## config.mk

```make
export PLATFORM = sky130hd
export DESIGN_NAME = console_root_counter_timer_core
export DESIGN_NICKNAME = d
export VERILOG_FILES = /design/src/sv/crct_pkg.sv /design/src/sv/crct_serdiv.sv /design/src/sv/console_root_counter_timer_core.sv
export SDC_FILE = /design/constraint.sdc
export NUM_CORES = 1
export LEC_CHECK = 0
export BUFFER_PORTS_ARGS = -buffer_cell sky130_fd_sc_hd__buf_2
export CORE_MARGIN = 5
export CORE_UTILIZATION = 56
export DETAILED_ROUTE_END_ITERATION = 12
export PLACE_DENSITY = 0.78
export SYNTH_ARGS = -nofsm -noshare
export SYNTH_HDL_FRONTEND = slang
export SYNTH_SLANG_ARGS = --single-unit
```

## constraint.sdc

```tcl
create_clock -name clk -period 3.1 [get_ports clk]
set_input_delay 0.31 -clock clk [delete_from_list [all_inputs] [get_ports clk]]
set_output_delay 0.31 -clock clk [all_outputs]
set_load 0.05 [all_outputs]
```

## src/sv/crct_pkg.sv

```systemverilog
// types and constants of the root counter timer
// no dependencies; used by every module of the block
`default_nettype none

package crct_pkg;

  // command codes of an input transaction
  typedef enum logic [1:0] {
    CMD_READ  = 2'd0,
    CMD_WRITE = 2'd1,
    CMD_TICK  = 2'd2,
    CMD_SYNC  = 2'd3
  } crct_cmd_t;

  // sync modes held in mode bits 2:1
  typedef enum logic [1:0] {
    SYNC_PAUSE  = 2'd0,
    SYNC_CLEAR  = 2'd1,
    SYNC_WINDOW = 2'd2,
    SYNC_ONCE   = 2'd3
  } crct_sync_t;

  // register offsets
  localparam logic [3:0] OFF_VALUE  = 4'd0;
  localparam logic [3:0] OFF_MODE   = 4'd4;
  localparam logic [3:0] OFF_TARGET = 4'd8;

  // mode word bit positions
  localparam int unsigned MB_SYNC_EN   = 0;
  localparam int unsigned MB_SYNC_LO   = 1;
  localparam int unsigned MB_SYNC_HI   = 2;
  localparam int unsigned MB_RESET_TGT = 3;
  localparam int unsigned MB_IRQ_TGT   = 4;
  localparam int unsigned MB_IRQ_OVF   = 5;
  localparam int unsigned MB_REPEAT    = 6;
  localparam int unsigned MB_TOGGLE    = 7;
  localparam int unsigned MB_SRC_LO    = 8;
  localparam int unsigned MB_SRC_HI    = 9;
  localparam int unsigned MB_IRQ_REQ   = 10;
  localparam int unsigned MB_HIT_TGT   = 11;
  localparam int unsigned MB_HIT_OVF   = 12;

  // serial divider sizes: dividend holds 11 times a 32-bit accumulator
  localparam int unsigned DVD_W = 36;
  localparam int unsigned DVS_W = 12;
  localparam int unsigned QUO_W = 16;
  localparam int unsigned CNT_W = $clog2(DVD_W + 1);

  // hblank clock divider and overflow limit
  localparam logic [DVS_W-1:0] HBLANK_DIV = 12'd2160;
  localparam logic [31:0]      OVF_LIMIT  = 32'h0000_ffff;

  // input transaction
  typedef struct packed {
    crct_cmd_t   cmd;
    logic [3:0]  reg_offset;
    logic [31:0] write_value;
    logic [15:0] tick_cycles;
    logic        hblank_level;
    logic        vblank_level;
    logic [3:0]  dot_divider_in;
  } crct_in_t;

  // result transaction
  typedef struct packed {
    logic [15:0] read_data;
    logic        irq_pulse;
    logic        bad_access;
  } crct_out_t;

  // divider request and response
  typedef struct packed {
    logic             load;
    logic [DVD_W-1:0] dividend;
    logic [DVS_W-1:0] divisor;
  } crct_div_req_t;

  typedef struct packed {
    logic             done;
    logic [QUO_W-1:0] quotient;
    logic [DVS_W-1:0] remainder;
  } crct_div_rsp_t;

endpackage

`default_nettype wire

```

## src/sv/crct_serdiv.sv

```systemverilog
// bit-serial restoring divider, one quotient bit per cycle
// depends on crct_pkg for sizes and request/response types
`default_nettype none

module crct_serdiv (
  input  wire                    clk,
  input  wire                    rst_n,
  input  crct_pkg::crct_div_req_t req,
  output crct_pkg::crct_div_rsp_t rsp
);
  import crct_pkg::*;

  logic [DVD_W-1:0] dvd_r, dvd_nxt;
  logic [DVS_W-1:0] dvs_r, dvs_nxt;
  logic [DVS_W-1:0] rem_r, rem_nxt;
  logic [QUO_W-1:0] quo_r, quo_nxt;
  logic [CNT_W-1:0] cnt_r, cnt_nxt;
  logic             run_r, run_nxt;
  logic             done_r, done_nxt;
  logic [DVS_W+1:0] trial;

  // trial subtract of the divisor from the partial remainder and next bit
  assign trial = {1'b0, rem_r, dvd_r[DVD_W-1]} - {2'b00, dvs_r};

  always_comb begin
    dvd_nxt  = dvd_r;
    dvs_nxt  = dvs_r;
    rem_nxt  = rem_r;
    quo_nxt  = quo_r;
    cnt_nxt  = cnt_r;
    run_nxt  = run_r;
    done_nxt = 1'b0;
    if (req.load) begin
      dvd_nxt = req.dividend;
      dvs_nxt = req.divisor;
      rem_nxt = '0;
      quo_nxt = '0;
      cnt_nxt = CNT_W'(DVD_W);
      run_nxt = 1'b1;
    end else if (run_r) begin
      // shift one dividend bit in, keep the difference when it did not borrow
      dvd_nxt = {dvd_r[DVD_W-2:0], 1'b0};
      if (!trial[DVS_W+1]) begin
        rem_nxt = trial[DVS_W-1:0];
        quo_nxt = {quo_r[QUO_W-2:0], 1'b1};
      end else begin
        rem_nxt = {rem_r[DVS_W-2:0], dvd_r[DVD_W-1]};
        quo_nxt = {quo_r[QUO_W-2:0], 1'b0};
      end
      cnt_nxt = cnt_r - CNT_W'(1);
      if (cnt_r == CNT_W'(1)) begin
        run_nxt  = 1'b0;
        done_nxt = 1'b1;
      end
    end
  end

  // control state
  always_ff @(posedge clk) begin
    if (!rst_n) begin
      run_r  <= 1'b0;
      done_r <= 1'b0;
      cnt_r  <= '0;
    end else begin
      run_r  <= run_nxt;
      done_r <= done_nxt;
      cnt_r  <= cnt_nxt;
    end
  end

  // datapath
  always_ff @(posedge clk) begin
    dvd_r <= dvd_nxt;
    dvs_r <= dvs_nxt;
    rem_r <= rem_nxt;
    quo_r <= quo_nxt;
  end

  assign rsp.done      = done_r;
  assign rsp.quotient  = quo_r;
  assign rsp.remainder = rem_r;

endmodule

`default_nettype wire

```

## src/sv/console_root_counter_timer_core.sv

```systemverilog
// root counter timer: register file, tick sequencer and interrupt rules
// depends on crct_pkg and crct_serdiv
//
//   channel   ports                          handshake
//   input     start, busy, in_data           taken when start high and busy low
//   result    out_strobe, out_data           one cycle strobe, cannot be held off
//
// read, write and sync transactions give their result the cycle after they are taken.
// a tick passes the gate, add and compare states, or ends in gate when the blanking gate stops
// it; for a dividing dot clock or hblank source a divide state comes before add, where the
// serial divider produces one of its 36 quotient bits per cycle. busy is high from a tick's
// acceptance until its result strobe. synchronous active-low reset clears the state registers.
`default_nettype none

module console_root_counter_timer_core #(
  parameter int unsigned TIMER_INDEX = 0
) (
  input  wire                 clk,
  input  wire                 rst_n,
  input  wire                 start,
  output logic                busy,
  input  crct_pkg::crct_in_t  in_data,
  output logic                out_strobe,
  output crct_pkg::crct_out_t out_data
);
  import crct_pkg::*;

  typedef enum logic [4:0] {
    S_IDLE = 5'b00001,
    S_GATE = 5'b00010,
    S_DIV  = 5'b00100,
    S_ADD  = 5'b01000,
    S_CMP  = 5'b10000
  } crct_state_t;

  crct_state_t state_r, state_nxt;
  logic [31:0] counter_r, counter_nxt;
  logic [15:0] mode_r, mode_nxt;
  logic [15:0] target_r, target_nxt;
  logic [31:0] accum_r, accum_nxt;
  logic        osd_r, osd_nxt;
  logic        hb_now_r, hb_now_nxt, hb_before_r, hb_before_nxt;
  logic        vb_now_r, vb_now_nxt, vb_before_r, vb_before_nxt;
  logic [3:0]  dotdiv_r, dotdiv_nxt;
  logic [15:0] inc_r, inc_nxt;
  logic        out_strobe_r, out_strobe_nxt;
  crct_out_t   out_r, out_nxt;

  crct_div_req_t div_req;
  crct_div_rsp_t div_rsp;

  logic             gate_now, gate_before;
  logic             gate_go, gate_clr, gate_sync_off;
  logic [DVD_W-1:0] accum_ext, dot_prod;
  logic [DVS_W-1:0] dot_dvs;
  logic             hit_tgt, hit_ovf, want, req_lvl;
  logic [31:0]      cmp_counter;
  logic [15:0]      cmp_mode;
  logic             cmp_osd, cmp_irq;

  // serial divider for the dot clock and hblank sources
  crct_serdiv u_div (
    .clk   (clk),
    .rst_n (rst_n),
    .req   (div_req),
    .rsp   (div_rsp)
  );

  // dot clock: floor(floor(11a/7)/d) equals floor(11a/(7d))
  assign accum_ext = {{(DVD_W-32){1'b0}}, accum_r};
  assign dot_prod  = (accum_ext << 3) + (accum_ext << 1) + accum_ext;
  assign dot_dvs   = ({{(DVS_W-4){1'b0}}, dotdiv_r} << 3) - {{(DVS_W-4){1'b0}}, dotdiv_r};

  assign gate_now    = (TIMER_INDEX == 0) ? hb_now_r    : vb_now_r;
  assign gate_before = (TIMER_INDEX == 0) ? hb_before_r : vb_before_r;

  // blanking gate according to sync mode
  always_comb begin
    gate_go       = 1'b1;
    gate_clr      = 1'b0;
    gate_sync_off = 1'b0;
    if (mode_r[MB_SYNC_EN]) begin
      if (TIMER_INDEX < 2) begin
        case (crct_sync_t'(mode_r[MB_SYNC_HI:MB_SYNC_LO]))
          SYNC_PAUSE: gate_go = !gate_now;
          SYNC_CLEAR: gate_clr = gate_now;
          SYNC_WINDOW: begin
            gate_clr = gate_now;
            gate_go  = gate_now;
          end
          default: begin
            gate_go       = !gate_before && gate_now;
            gate_sync_off = !gate_before && gate_now;
          end
        endcase
      end else begin
        gate_go = mode_r[MB_SYNC_HI] != mode_r[MB_SYNC_LO];
      end
    end
  end

  // target and overflow compare, then pulse/toggle and one-shot/repeat rules
  always_comb begin
    cmp_mode    = mode_r;
    cmp_osd     = osd_r;
    cmp_irq     = 1'b0;
    req_lvl     = 1'b0;
    hit_tgt     = counter_r >= {16'h0000, target_r};
    cmp_counter = (hit_tgt && mode_r[MB_RESET_TGT]) ? 32'h0 : counter_r;
    hit_ovf     = cmp_counter >= OVF_LIMIT;
    if (hit_tgt) cmp_mode[MB_HIT_TGT] = 1'b1;
    if (hit_ovf) cmp_mode[MB_HIT_OVF] = 1'b1;
    want = (hit_tgt && mode_r[MB_IRQ_TGT]) || (hit_ovf && mode_r[MB_IRQ_OVF]);
    if (want) begin
      req_lvl = mode_r[MB_TOGGLE] && !mode_r[MB_IRQ_REQ];
      cmp_mode[MB_IRQ_REQ] = req_lvl;
      if (!mode_r[MB_REPEAT]) begin
        if (!osd_r && !req_lvl) begin
          cmp_osd              = 1'b1;
          cmp_mode[MB_IRQ_REQ] = 1'b1;
          cmp_irq              = 1'b1;
        end
      end else begin
        cmp_mode[MB_IRQ_REQ] = 1'b1;
        cmp_irq              = 1'b1;
      end
    end
  end

  // transaction sequencer
  always_comb begin
    state_nxt      = state_r;
    counter_nxt    = counter_r;
    mode_nxt       = mode_r;
    target_nxt     = target_r;
    accum_nxt      = accum_r;
    osd_nxt        = osd_r;
    hb_now_nxt     = hb_now_r;
    hb_before_nxt  = hb_before_r;
    vb_now_nxt     = vb_now_r;
    vb_before_nxt  = vb_before_r;
    dotdiv_nxt     = dotdiv_r;
    inc_nxt        = inc_r;
    out_strobe_nxt = 1'b0;
    out_nxt        = '0;
    div_req.load     = 1'b0;
    div_req.dividend = (TIMER_INDEX == 0) ? dot_prod : accum_ext;
    div_req.divisor  = (TIMER_INDEX == 0) ? dot_dvs : HBLANK_DIV;
    unique case (state_r)
      S_IDLE: begin
        if (start) begin
          unique case (in_data.cmd)
            CMD_READ: begin
              out_strobe_nxt = 1'b1;
              unique case (in_data.reg_offset)
                OFF_VALUE:  out_nxt.read_data = counter_r[15:0];
                OFF_MODE:   out_nxt.read_data = mode_r;
                OFF_TARGET: out_nxt.read_data = target_r;
                default:    out_nxt.bad_access = 1'b1;
              endcase
            end
            CMD_WRITE: begin
              out_strobe_nxt = 1'b1;
              unique case (in_data.reg_offset)
                OFF_VALUE: counter_nxt = in_data.write_value;
                OFF_MODE: begin
                  counter_nxt          = 32'h0;
                  mode_nxt             = in_data.write_value[15:0];
                  mode_nxt[MB_IRQ_REQ] = 1'b1;
                  osd_nxt              = 1'b0;
                end
                OFF_TARGET: target_nxt = in_data.write_value[15:0];
                default: ;
              endcase
            end
            CMD_TICK: begin
              accum_nxt = accum_r + {16'h0000, in_data.tick_cycles};
              state_nxt = S_GATE;
            end
            CMD_SYNC: begin
              out_strobe_nxt = 1'b1;
              hb_before_nxt  = hb_now_r;
              vb_before_nxt  = vb_now_r;
              hb_now_nxt     = in_data.hblank_level;
              vb_now_nxt     = in_data.vblank_level;
              dotdiv_nxt     = in_data.dot_divider_in;
            end
            default: ;
          endcase
        end
      end
      S_GATE: begin
        if (gate_clr) counter_nxt = 32'h0;
        if (gate_sync_off) mode_nxt[MB_SYNC_EN] = 1'b0;
        if (!gate_go) begin
          out_strobe_nxt = 1'b1;
          state_nxt      = S_IDLE;
        end else if (TIMER_INDEX == 0 && mode_r[MB_SRC_LO]) begin
          if (dotdiv_r == 4'd0) begin
            inc_nxt   = 16'h0;
            accum_nxt = 32'h0;
            state_nxt = S_ADD;
          end else begin
            div_req.load = 1'b1;
            state_nxt    = S_DIV;
          end
        end else if (TIMER_INDEX == 1 && mode_r[MB_SRC_LO]) begin
          div_req.load = 1'b1;
          state_nxt    = S_DIV;
        end else if (TIMER_INDEX >= 2 && mode_r[MB_SRC_HI]) begin
          // system clock over eight
          inc_nxt   = accum_r[18:3];
          accum_nxt = {29'h0, accum_r[2:0]};
          state_nxt = S_ADD;
        end else begin
          inc_nxt   = accum_r[15:0];
          accum_nxt = 32'h0;
          state_nxt = S_ADD;
        end
      end
      S_DIV: begin
        if (div_rsp.done) begin
          inc_nxt   = div_rsp.quotient;
          accum_nxt = (TIMER_INDEX == 1) ? {{(32-DVS_W){1'b0}}, div_rsp.remainder} : 32'h0;
          state_nxt = S_ADD;
        end
      end
      S_ADD: begin
        counter_nxt = counter_r + {16'h0000, inc_r};
        state_nxt   = S_CMP;
      end
      S_CMP: begin
        counter_nxt       = cmp_counter;
        mode_nxt          = cmp_mode;
        osd_nxt           = cmp_osd;
        out_nxt.irq_pulse = cmp_irq;
        out_strobe_nxt    = 1'b1;
        state_nxt         = S_IDLE;
      end
      default: state_nxt = S_IDLE;
    endcase
  end

  // timer state and result register
  always_ff @(posedge clk) begin
    if (!rst_n) begin
      state_r      <= S_IDLE;
      counter_r    <= '0;
      mode_r       <= '0;
      target_r     <= '0;
      accum_r      <= '0;
      osd_r        <= 1'b0;
      hb_now_r     <= 1'b0;
      hb_before_r  <= 1'b0;
      vb_now_r     <= 1'b0;
      vb_before_r  <= 1'b0;
      dotdiv_r     <= '0;
      out_strobe_r <= 1'b0;
    end else begin
      state_r      <= state_nxt;
      counter_r    <= counter_nxt;
      mode_r       <= mode_nxt;
      target_r     <= target_nxt;
      accum_r      <= accum_nxt;
      osd_r        <= osd_nxt;
      hb_now_r     <= hb_now_nxt;
      hb_before_r  <= hb_before_nxt;
      vb_now_r     <= vb_now_nxt;
      vb_before_r  <= vb_before_nxt;
      dotdiv_r     <= dotdiv_nxt;
      out_strobe_r <= out_strobe_nxt;
    end
  end

  // payload registers
  always_ff @(posedge clk) begin
    inc_r <= inc_nxt;
    out_r <= out_nxt;
  end

  assign busy       = state_r != S_IDLE;
  assign out_strobe = out_strobe_r;
  assign out_data   = out_r;

endmodule

`default_nettype wire

```

* Word-level counts from Yosys, hierarchy flattened
Cells that the tools add are included.
** Storage, ports and cells
- Flip-flop bits (word level) :: 227
- Input bits :: 63
- Output and inout bits :: 20
** Cells by class
- Add/sub/neg operators :: 7
- Order comparisons :: 2
- Eq/ne operators :: 29
- Mux-type cells :: 71
- Bitwise gates (word level) :: 3
- Reduce and logical (&&, ||, !) cells :: 42
** Operators with widths (number)
- 32-bit two-way mux :: 10
- 32-bit one-hot mux with 4 select lines :: 1
- 16-bit two-way mux :: 7
- 32-bit one-hot mux with 3 select lines :: 1
- 36-bit two-way mux :: 2
- 32-bit by 16-bit adder with 32-bit output :: 2
- 32-bit one-hot mux with 2 select lines :: 1
- 16-bit one-hot mux with 3 select lines :: 1
- 35-bit by 33-bit adder with 36-bit output :: 1
- 36-bit by 32-bit adder with 36-bit output :: 1
- 32-bit by 16-bit greater-or-equal comparator with 1-bit output :: 1
- 32-bit by 16-bit greater-or-equal comparator with 1-bit output, second input constant :: 1
- 1-bit two-way mux :: 32
- 16-bit one-hot mux with 2 select lines :: 1
- 15-bit one-hot mux with 2 select lines :: 1
- 5-bit AND reduction :: 6
- 5-bit two-way mux :: 5
- 5-bit one-hot mux with 4 select lines :: 1
- 2-bit != test, second input constant :: 9
- 13-bit by 12-bit subtractor with 14-bit output :: 1
- 12-bit two-way mux :: 1
- 6-bit two-way mux :: 2
- 3-bit OR reduction :: 4
- 3-bit AND reduction :: 3
- other kinds (33) :: 59

* Logic depth before layout (Yosys ltp)
Gate-level depths: netlist of the first run.
- Word-level depth :: 8
- Gate-level depth with buffers :: 13
- Gate-level depth less buffers :: 12

* Modules after synthesis
A second synthesis of the first run with hierarchy kept.
** Second synthesis, totals
- Cell total of the unflattened synthesis :: 1698
- Area total of the unflattened synthesis :: 15194.6 µm²
** Modules (own cells, without submodules)
- console_root_counter_timer_core :: instances 1, cells an instance 1370, area an instance 11252.0 µm², seq. area each 3022.9 µm²
- crct_serdiv :: instances 1, cells an instance 328, area an instance 3942.5 µm², seq. area each 2162.1 µm²

* Least setup slack after synthesis of the first run
OpenSTA, ideal clock, no wires.
- Path kind :: register to register
- Start point :: reg accum_r[3]
- End point :: reg u_div.dvd_r[34], data pin
- Library setup time :: 0.261 ns
- Data arrival time :: 3.122 ns
- Data required time :: 2.839 ns
- Slack :: -0.283 ns
- Stages on the path, launching flop included :: 12
- Buffers on the path :: 0
- Cells stage by stage :: dfxtp_1 -> fa_1 -> fa_1 -> a211oi_1 -> o21ai_1 -> a31oi_2 -> a311oi_1 -> nor3_2 -> o21ai_1 -> a21oi_1 -> nor4_1 -> a311o_1
** On the way
- Cells in the longest elaborated chain, start to end :: 3
** RTL lines
- start: declaration :: RTL line console_root_counter_timer_core.sv:40 : logic [31:0] accum_r, accum_nxt;
- start signal: assignment :: RTL line console_root_counter_timer_core.sv:264 : accum_r <= accum_nxt;
- 35-bit by 33-bit adder with 36-bit output :: RTL line console_root_counter_timer_core.sv:71 : assign dot_prod = (accum_ext << 3) + (accum_ext << 1) + accum_ext;
- 36-bit by 32-bit adder with 36-bit output * :: RTL line console_root_counter_timer_core.sv:71
- 36-bit two-way mux * :: RTL line crct_serdiv.sv:33 : if (req.load) begin
- net u_div.dvd_nxt[34] :: RTL line crct_serdiv.sv:13 : logic [DVD_W-1:0] dvd_r, dvd_nxt;
- end signal: assignment :: RTL line crct_serdiv.sv:73 : dvd_r <= dvd_nxt;
- end: declaration :: RTL line crct_serdiv.sv:13
Mark *: on every way through the listed nets, which the timed path passes. The rest lies on a longest branch.
A chain may end at the register's enable or synchronous reset.

* Worst setup path after layout of the first run
- Start point :: reg accum_r[3]
- End point :: reg u_div.dvd_r[28], data pin
The elaborated chain is that of the path after synthesis.

==> results of run 1 <==
## flip-flops by register name (all words and copies together) (netlist names), 4 cells and up
register,flops
target_r,16
mode_r,16
counter_r,32
accum_r,32
u_div.cnt_r,6
u_div.quo_r,16
u_div.dvs_r,8
inc_r,16
state_r,5
out_data,18
dotdiv_r,4
u_div.rem_r,12
u_div.dvd_r,36
## power by group through the flow
stage,logic [W],registers [W],clock network (W)
5_1_grt,0.000872,0.00308,0.00330
3_3_place_gp,0.000705,0.00314,0
4_1_cts,0.000747,0.00307,0.00318
3_5_place_dp,0.000729,0.00314,0
6_report,0.000791,0.00308,0.00313
2_1_floorplan,0.000485,0.00313,0
## final cells by class
type / count / share of cell area (%)
multi-input combinational: 1257 / 52.3
sequential: 223 / 29.7
timing repair buffer: 231 / 9.27
clock buffer: 33 / 4.17
tap: 330 / 2.40
inverter: 59 / 1.29
clock inverter: 14 / 0.938
## per-layer routing
metal	track usage, %	up-vias	share of wire [%]
li1	-	6182	-
met2	43.3	345	50
met4	7.42	0	2.6
met3	2.87	67	5.1
met1	31.6	5968	43
met5	0	-	0
## kinds of logic after synthesis
family                     after synthesis
xor gates and xnor gates                78
buffers and inverters                  129
AOI/OAI and AO/OA                      442
adders and majority gates              136
muxes                                   63
DFF                                    223
and+or+nand+nor                        538
## through the flow
stage                     hold WS, ps  util, %  instance area, um2  worst slack, ps
after global placement            438     62.8               15800             -168
after floorplan                   387        -               14200            -16.3
after detailed placement          444     62.8               15800             -252
after global routing             20.3     68.5               17200             -239
after CTS                        3.13     67.2               16900             -179
final                            16.6     68.5               17200             -166
## how the worst min path moves through the flow
stage | startpoint | end | depth (start not counted)
2_1_floorplan | in_data[59] | out_data[0]$_SDFF_PN0_ | 1
3_3_place_gp | mode_r[15]$_SDFFE_PN0P_ | mode_r[15]$_SDFFE_PN0P_ | 2
3_5_place_dp | mode_r[12]$_SDFFE_PN0P_ | mode_r[12]$_SDFFE_PN0P_ | 2
4_1_cts | in_data[58] | out_data[0]$_SDFF_PN0_ | 2
5_1_grt | in_data[58] | out_data[0]$_SDFF_PN0_ | 2
6_report | in_data[58] | out_data[0]$_SDFF_PN0_ | 2
## worst max-delay path: stages (launching register included)
cell and delay, ps:
dfxtp_4 360, buf_6 130, fa_1 530, ha_4 220, a211oi_4 290, o21ai_2 120, a31oi_4 250, a311oi_4 150
buf_4 160, o31ai_2 160, nand2b_1 110, a21o_1 180, a211oi_2 250, o31ai_1 100
## cell usage after synthesis (all sizes together), types with 26 or more instances
| library cell | count |
|---|---|
| ha | 103 |
| o21ai | 119 |
| mux2i | 62 |
| dfxtp | 163 |
| xnor2 | 52 |
| fa | 33 |
| a21o | 29 |
| nand3 | 39 |
| edfxtp | 60 |
| xor2 | 26 |
| a21oi | 131 |
| nor2 | 174 |
| nand2 | 166 |
| clkbuf | 47 |
| inv | 58 |
## timing repair
item / in CTS / in global routing
buffers inserted: 16 / 6
pin swaps: 23 / 41
hold endpoints to repair: 4 / 0
resized for setup: 18 / 75
setup endpoints to repair: 16 / 36
hold buffers: 4 / 0
==> impl_metrics.env, run 1 <==
export IMPL_post_route_drc_count=0
export IMPL_critPathArrivalTime_ps=3530
export IMPL_combinationalPowerShare_pct=11.3
export IMPL_syn_inst=1609
export IMPL_synth_area_per_cell_um2=8.83
export IMPL_ys_seq_area_share_pct=35.6
export IMPL_rows=58
export IMPL_synth_top_area_cell="dfxtp_1"
export IMPL_track_usage_pct=24.5
export IMPL_final_common_cell="nor2_1"
export IMPL_clkLatencyLatePin_ps=530
export IMPL_min_path_type="input port to flip-flop"
export IMPL_clkSlewWorstSetupHoldPaths_ps=60
export IMPL_p_leak_nw=7.37
export IMPL_routed_via_count=12600
export IMPL_drt_total_wl_um=36800
export IMPL_first_iter_violations=1034
export IMPL_clock_fmax_mhz=306
export IMPL_vias_per_cell=5.85
export IMPL_gr_total_overflow=0
export IMPL_slew_headroom_pct=41.2
export IMPL_fillers=1940
export IMPL_clock_path_buffers=3
export IMPL_cts_root_buf="clkbuf_16"
export IMPL_syn_num_nets=1808
export IMPL_initial_utilization_pct=56.6
export IMPL_critPathKind="flip-flop to flip-flop"
export IMPL_crit_fanout=3
export IMPL_switching_share_pct=24.6
export IMPL_hpwl_um=26200
export IMPL_reg2regPathDepth=13
export IMPL_synth_edff_count=60
export IMPL_cts_buffers_inserted=26
export IMPL_gp_congestion=0.903
export IMPL_multi_input_area_um2=8990
export IMPL_synth_seq_cells=223
export IMPL_coreArea_um2=25100
export IMPL_clockPowerShare_pct=44.8
export IMPL_io_buffers=81
export IMPL_worstReg2RegStart="accum_r[3]$_SDFFE_PN0P_"
export IMPL_cp_data_required_time_ps=3370
export IMPL_power_frac_seq_pct=43.9
export IMPL_rsz0062_at_grt="yes"
export IMPL_netlist_area_um2=14200
export IMPL_final_cells=2147
export IMPL_nNetsFinal=1997
export IMPL_io_pins=83
export IMPL_critPathLaunchType="flip-flop"
export IMPL_finalSetupViolations=5
export IMPL_wire_per_inst_um=17.1
export IMPL_synth_top_family_by_area="compound AO/OA/AOI/OAI gates"
export IMPL_tns_ps=-396
export IMPL_synth_compound_area_share_pct=20.0
export IMPL_antenna_found_initial=0
export IMPL_worst_slack_ps=-166
export IMPL_clock_skew_ps=13.3
export IMPL_antenna_cells=0
export IMPL_die_h_um=169
export IMPL_area_growth_pct=21.1
export IMPL_period_needed_ps=3270
export IMPL_synthMuxAreaShare_pct=4.45
export IMPL_status="finished, violations left"
export IMPL_finalHoldViolCount=0
export IMPL_die_area_um2=28700
export IMPL_fin_total_pwr_w=0.00700
export IMPL_clock_sinks=223
export IMPL_grt_max_degree=84
export IMPL_cts_tree="yes"
export IMPL_synthArstFlopShare_pct=0
export IMPL_ys_flop_type="dfxtp_1"
export IMPL_synth_fa_ha_area_share_pct=13.7
export IMPL_startpoint="accum_r[3]$_SDFFE_PN0P_"
export IMPL_violations="setup timing"
export IMPL_mostFrequentLayoutCells="nor2_1 (173), nand2_1 (165), buf_4 (141)"
export IMPL_synth_top_area_share_pct=23.0
export IMPL_grt_pass1_wl_um=59700
export IMPL_p_int_w=0.00528
export IMPL_endpoint_kind="flip-flop"
export IMPL_yosys_top_cells_area="dfxtp_1 (23%), edfxtp_1 (13%), ha_1 (9.1%), fa_1 (4.6%), a21oi_1 (4.6%)"
export IMPL_drt_first_pass_iters=5
export IMPL_cap_violations=0
export IMPL_yosysUniqueCellTypes=83
export IMPL_yosys_warnings=0
export IMPL_seqCellArea_um2=5100
export IMPL_ir_drop_uv=355
export IMPL_drive_gt1_share_pct=19.9
export IMPL_slew_violations=0
export IMPL_post_route_period_util_pct=105
export IMPL_r2r_end="u_div.dvd_r[28]$_DFFE_PP_"
export IMPL_ant_nets=0
export IMPL_r2r_slack_ps=-170
export IMPL_htreeDepth=1
export IMPL_p_switching_w=0.00173
export IMPL_dp_cells=2078
export IMPL_fp_dieW_um=169
export IMPL_p_per_area_nw_per_um2=407
export IMPL_endpoint="u_div.dvd_r[28]$_DFFE_PP_"
export IMPL_synth_simple_area_share_pct=17.7
export IMPL_synth_xor_area_share_pct=4.81
export IMPL_worstMarginPinSlew_ps=876
export IMPL_grt_pass1_vias=12400
(Power assumes the default switching activity.)
==> run 2, diff against run 1 <==
Settings changed: BUFFER_PORTS_ARGS -buffer_cell sky130_fd_sc_hd__buf_2 to unset, CORE_UTILIZATION 56 to 59, DONT_BUFFER_PORTS set to 1, PLACE_DENSITY 0.78 to 0.79.
==> run 2 against run 1 <==
  * Sequential share of layout area shrank 0.052 points
  * Worst setup slack improved by 140 ps
  * Critical path type unchanged
  * Routed wire length rose by 1.7%
  * Largest cell class unchanged
  * First-iteration DRC count increased by 22%
  * The flow still finishes with violations (setup timing)
==> impl_metrics.env, run 2 (same netlist as run 1, synthesis figures left out) <==
export IMPL_post_route_drc_count=0
export IMPL_worstHoldStart="in_data[57]"
export IMPL_area_growth_pct=21.1
export IMPL_critPathArrivalTime_ps=3400
export IMPL_rsz0062_at_grt="yes"
export IMPL_vias_per_cell=6.09
export IMPL_grt_pass1_wl_um=59400
export IMPL_antenna_found_initial=0
export IMPL_violations="setup timing"
export IMPL_wl_met2_um=17400
export IMPL_min_path_type="input port to flip-flop"
export IMPL_drt_first_pass_iters=5
export IMPL_rows=56
export IMPL_final_area_um2=17200
export IMPL_ant_nets=0
export IMPL_grt_max_degree=50
export IMPL_worst_slack_ps=-27.7
export IMPL_finalHoldViolCount=0
export IMPL_drive_gt1_share_pct=16.5
export IMPL_critPathKind="flip-flop to flip-flop"
export IMPL_io_buffers=0
export IMPL_wire_per_inst_um=17.9
export IMPL_endpoint_kind="flip-flop"
export IMPL_critPathSlowestCell="fa_1"
export IMPL_drt_total_wl_um=37400
export IMPL_startpoint="accum_r[1]$_SDFFE_PN0P_"
export IMPL_clkSlewWorstSetupHoldPaths_ps=60
export IMPL_dpl_cell_area_um2=15400
export IMPL_cp_slowest_stage_delay_ps=520
export IMPL_grt_pass1_vias=12200
export IMPL_nNetsFinal=1946
export IMPL_slew_violations=0
export IMPL_cts_root_buf="clkbuf_16"
export IMPL_cts_buffers_inserted=26
export IMPL_p_per_area_nw_per_um2=407
export IMPL_crit_chain="fa_1 > ha_1 > a211oi_2 > o21ai_2 > a31oi_4 > a311oi_4 > nor3_2 > buf_4 > o21bai_1 > a21oi_1 > xor2_1 > o21ai_1"
export IMPL_hpwl_um=25500
export IMPL_final_cells=2086
export IMPL_worstReg2RegStart="accum_r[1]$_SDFFE_PN0P_"
export IMPL_cap_violations=0
export IMPL_mostFrequentLayoutCells="nor2_1 (171), nand2_1 (164), dfxtp_1 (145)"
export IMPL_coreArea_um2=23600
export IMPL_crit_fanout=5
export IMPL_worstMarginPinSlew_ps=982
export IMPL_top_regs="u_div.dvd_r x36, accum_r x32, counter_r x32"
export IMPL_slew_headroom_pct=34.3
export IMPL_die_area_um2=27300
export IMPL_p_leak_nw=7.22
export IMPL_met3_length_um=2770
export IMPL_met1Wirelength_um=15800
export IMPL_dp_cells=1989
export IMPL_first_iter_violations=1257
export IMPL_fin_util_pct=72.9
export IMPL_io_pins=83
export IMPL_largest_register="u_div.dvd_r"
export IMPL_critPathLaunchType="flip-flop"
export IMPL_fp_dieW_um=165
export IMPL_gp_congestion=0.905
export IMPL_clkLatencyLatePin_ps=530
export IMPL_routed_via_count=12700
export IMPL_cp_data_required_time_ps=3380
export IMPL_status="finished, violations left"
export IMPL_gr_total_overflow=0
export IMPL_largest_reg_flops=36
export IMPL_final_common_cell="nor2_1"
export IMPL_clock_skew_ps=8.49
export IMPL_antenna_cells=0
export IMPL_place_ws_ps=-210
export IMPL_ir_drop_uv=337
export IMPL_track_usage_pct=26.5
export IMPL_clock_sinks=223
export IMPL_clock_fmax_mhz=320
export IMPL_clock_path_buffers=3
export IMPL_initial_utilization_pct=60.2
export IMPL_die_h_um=165
export IMPL_period_needed_ps=3130
export IMPL_top_layer_used="met4"
export IMPL_cts_tree="yes"
export IMPL_post_route_period_util_pct=101
export IMPL_finalSetupViolations=3
export IMPL_htreeDepth=1
[run 2: cell count changes in the layout (fill, tap and decap cells not counted), sizes merged]
cell / delta
clkbuf: +11
inv: -1
bufinv: -2
buf: -83
dlygate4sd3: +31
clkinvlp: -3
clkinv: -3
[run 2: path summary, 6_finish.rpt]
check / slack, ps / cells after the start / to
worst min register to register: 460 / 2 / mode_r[15]$_SDFFE_PN0P_
worst max register to register: -30 / 12 / u_div.dvd_r[30]$_DFFE_PP_
worst max-delay path: -30 / 12 / u_div.dvd_r[30]$_DFFE_PP_
worst min-delay path: 9 / 3 / out_data[8]$_SDFF_PN0_
[run 2: cell type report]
cell class              instances  area (um2)
clock inverters                 5        50.0
clock buffers                  43         848
well taps                     319         399
fillers                      1641        6400
repair buffers                180        1530
multi-input cells            1257        9060
inverters                      59         221
flip-flops and latches        223        5090
[run 2: worst max-delay path, delay by kind of cell, from the launching register on]
family / cells / cell delay [ps]
AO/OA/AOI/OAI: 7 / 1100
XOR/XNOR: 1 / 170
adder cells (fa/ha/maj): 2 / 870
buffers and inverters: 1 / 150
flip-flops: 1 / 380
AND/OR/NAND/NOR: 1 / 200
[run 2: stage by stage]
| stage | hold slack, ps | power, W | TNS [ps] |
|---|---|---|---|
| after global placement | 389 | 0.00377 | -319 |
| after global routing | 9.35 | 0.00725 | -1170 |
| after detailed placement | 391 | 0.00379 | -952 |
| final | 8.62 | 0.00700 | -56.8 |
| after CTS | 2.59 | 0.00698 | -473 |
| after floorplan | 387 | 0.00362 | -16.3 |
[run 2: power breakdown]
group | total (W) | switching [W] | internal (W)
Sequential | 0.00308 | 0.0000555 | 0.00302
Clock | 0.00316 | 0.00122 | 0.00194
Combinational | 0.000761 | 0.000403 | 0.000358
[run 2: routing by layer]
metal  track usage [%]  vias up
met2              45.1      515
met4              9.19        0
met5                 0        -
li1                  -     6088
met1              34.1     5998
met3              4.47      107
[run 2: what timing repair did]
action	4_1_cts	5_1_grt
cloned	0	1
hold buffers	34	1
endpoints found under the hold margin	64	1
endpoints found under the setup margin	16	34
setup buffers	6	8
pin swaps	24	48
gates resized for setup	22	92
==> run 3, diff against run 2 <==
Settings changed: RECOVER_POWER set to 50, SLEW_MARGIN set to 20.
==> run 3 against run 2 <==
  * The run still ends with setup timing left
  * Register-to-register slack about the same
  * Routed wire length is 0.28% higher
  * Core utilization down 0.15 points
  * Total power is essentially flat
  * First-iteration DRC count decreased by 8.1%
  * Global-route usage did not move
  * Cell count stayed put
  * Sequential power hardly changed
  * Critical path depth unchanged
  * Count of clock-buffer cells in the layout unchanged
  * Worst setup slack improved by 2.1 ps
==> impl_metrics.env, run 3 (same netlist as run 1, synthesis figures left out) <==
export IMPL_rows=56
export IMPL_drt_first_pass_iters=7
export IMPL_post_route_drc_count=0
export IMPL_seqCellArea_um2=5090
export IMPL_cp_top_family="compound AO/OA/AOI/OAI gates"
export IMPL_cap_violations=0
export IMPL_status="finished, violations left"
export IMPL_clock_fmax_mhz=320
export IMPL_top_regs="u_div.dvd_r x36, accum_r x32, counter_r x32"
export IMPL_use_met1_pct=34.1
export IMPL_grtUsageMet3_pct=4.47
export IMPL_mostFrequentLayoutCells="nor2_1 (171), nand2_1 (164), dfxtp_1 (145)"
export IMPL_cp_data_required_time_ps=3370
export IMPL_io_buffers=0
export IMPL_fp_dieW_um=165
export IMPL_ir_drop_uv=337
export IMPL_coreArea_um2=23600
export IMPL_cts_root_buf="clkbuf_16"
export IMPL_largest_register="u_div.dvd_r"
export IMPL_clock_sinks=223
export IMPL_htreeDepth=1
export IMPL_fillers=1651
export IMPL_violations="setup timing"
export IMPL_fin_total_pwr_w=0.00700
export IMPL_final_common_cell="nor2_1"
export IMPL_first_iter_violations=1155
export IMPL_io_pins=83
export IMPL_p_leak_nw=7.19
export IMPL_track_usage_pct=26.5
export IMPL_initial_utilization_pct=60.2
export IMPL_slew_violations=0
export IMPL_clock_path_buffers=3
export IMPL_ant_nets=0
export IMPL_cts_tree="yes"
export IMPL_critPathArrivalTime_ps=3400
export IMPL_vias_per_cell=6.07
export IMPL_routed_via_count=12700
export IMPL_antenna_cells=0
export IMPL_hpwl_um=25500
export IMPL_critPathSlowestCell="fa_1"
export IMPL_top_usage_layer="met2"
export IMPL_period_needed_ps=3130
export IMPL_grtUsageMet2_pct=45.1
export IMPL_post_route_period_util_pct=101
export IMPL_nNetsFinal=1946
export IMPL_endpoint_kind="flip-flop"
export IMPL_startpoint="accum_r[1]$_SDFFE_PN0P_"
export IMPL_largest_reg_flops=36
export IMPL_cp_num_buf_inv=1
export IMPL_critPathKind="flip-flop to flip-flop"
export IMPL_die_area_um2=27300
export IMPL_clkSlewWorstSetupHoldPaths_ps=60
export IMPL_grt_pass1_wl_um=59400
export IMPL_r2r_slack_ps=-30
export IMPL_grt_max_degree=50
export IMPL_worstMarginPinSlew_ps=1040
export IMPL_wire_per_inst_um=18.0
export IMPL_worst_slack_ps=-25.6
export IMPL_gr_total_overflow=0
export IMPL_clkLatencyLatePin_ps=530
export IMPL_cts_buffers_inserted=26
export IMPL_critPathLaunchType="flip-flop"
export IMPL_rsz0062_at_grt="yes"
export IMPL_crit_fanout=5
export IMPL_area_growth_pct=20.9
export IMPL_multi_input_area_um2=9050
export IMPL_antenna_found_initial=0
export IMPL_whs_ps=9.75
export IMPL_crit_chain="fa_1 > ha_1 > a211oi_2 > o21ai_2 > a31oi_4 > a311oi_4 > nor3_2 > buf_4 > o21bai_1 > a21oi_1 > xor2_1 > o21ai_1"
export IMPL_cp_slowest_stage_delay_ps=520
export IMPL_gp_congestion=0.905
export IMPL_drt_total_wl_um=37500
export IMPL_p_per_area_nw_per_um2=407
export IMPL_min_path_type="input port to flip-flop"
export IMPL_die_h_um=165
export IMPL_grt_pass1_vias=12200
export IMPL_worstReg2RegStart="accum_r[1]$_SDFFE_PN0P_"
export IMPL_finalSetupViolations=2
export IMPL_clock_skew_ps=8.37
export IMPL_slew_headroom_pct=30.7
export IMPL_finalHoldViolCount=0
export IMPL_worstHoldStart="in_data[57]"
export IMPL_drive_gt1_share_pct=16.0
[run 3: worst paths after layout]
| check | end | cells after the start |
|---|---|---|
| worst max register to register | u_div.dvd_r[30]$_DFFE_PP_ | 12 |
| worst min register to register | mode_r[15]$_SDFFE_PN0P_ | 2 |
| worst min-delay path | out_data[8]$_SDFF_PN0_ | 3 |
| worst max-delay path | u_div.dvd_r[30]$_DFFE_PP_ | 12 |
[run 3: routing by layer]
metal,up-vias,part of all wire (%)
li1,6081,-
met1,5980,42
met2,499,46
met3,106,7.7
met4,0,3.5
met5,-,0
[run 3: final cells by class]
type                    instances  area share [%]
clock inverters                 5           0.291
repair buffers                180            8.79
well taps                     319            2.32
inverters                      59            1.29
clock buffers                  43            4.94
flip-flops and latches        223            29.7
multi-input cells            1257            52.7
[run 3: per-stage QoR]
step           setup TNS (ps)  instances  instance area, um2  setup WS [ps]  util [%]
6_report                -42.3       2086               17200          -25.6      72.7
5_1_grt                 -1560       2086               17200           -119      72.7
2_1_floorplan           -16.3       1609               14200          -16.3         -
4_1_cts                  -473       2077               16800           -128      71.0
3_5_place_dp             -952       1989               15400           -210      65.1
3_3_place_gp             -319       1989               15400           -158      65.1
[run 3: power by group]
| group | internal, W | total (W) | switching (W) |
|---|---|---|---|
| Sequential | 0.00302 | 0.00308 | 0.0000556 |
| Combinational | 0.000357 | 0.000761 | 0.000404 |
| Clock | 0.00194 | 0.00316 | 0.00121 |
[run 3: worst reg2reg max path, delay by kind of cell, from the launching register on]
family                     cells  cell delay, ps
and+or+nand+nor                1             200
DFF                            1             380
xor gates and xnor gates       1             170
AOI/OAI and AO/OA              7            1100
adders and majority gates      2             870
buffers and inverters          1             150
[run 3: repair_timing]
| action | CTS | global route |
|---|---|---|
| setup endpoints to repair | 16 | 34 |
| setup buffers | 6 | 8 |
| resized for setup | 22 | 92 |
| hold buffers | 34 | 1 |
| endpoints found under the hold margin | 64 | 1 |
| pin swaps | 24 | 48 |
| gates cloned | 0 | 1 |
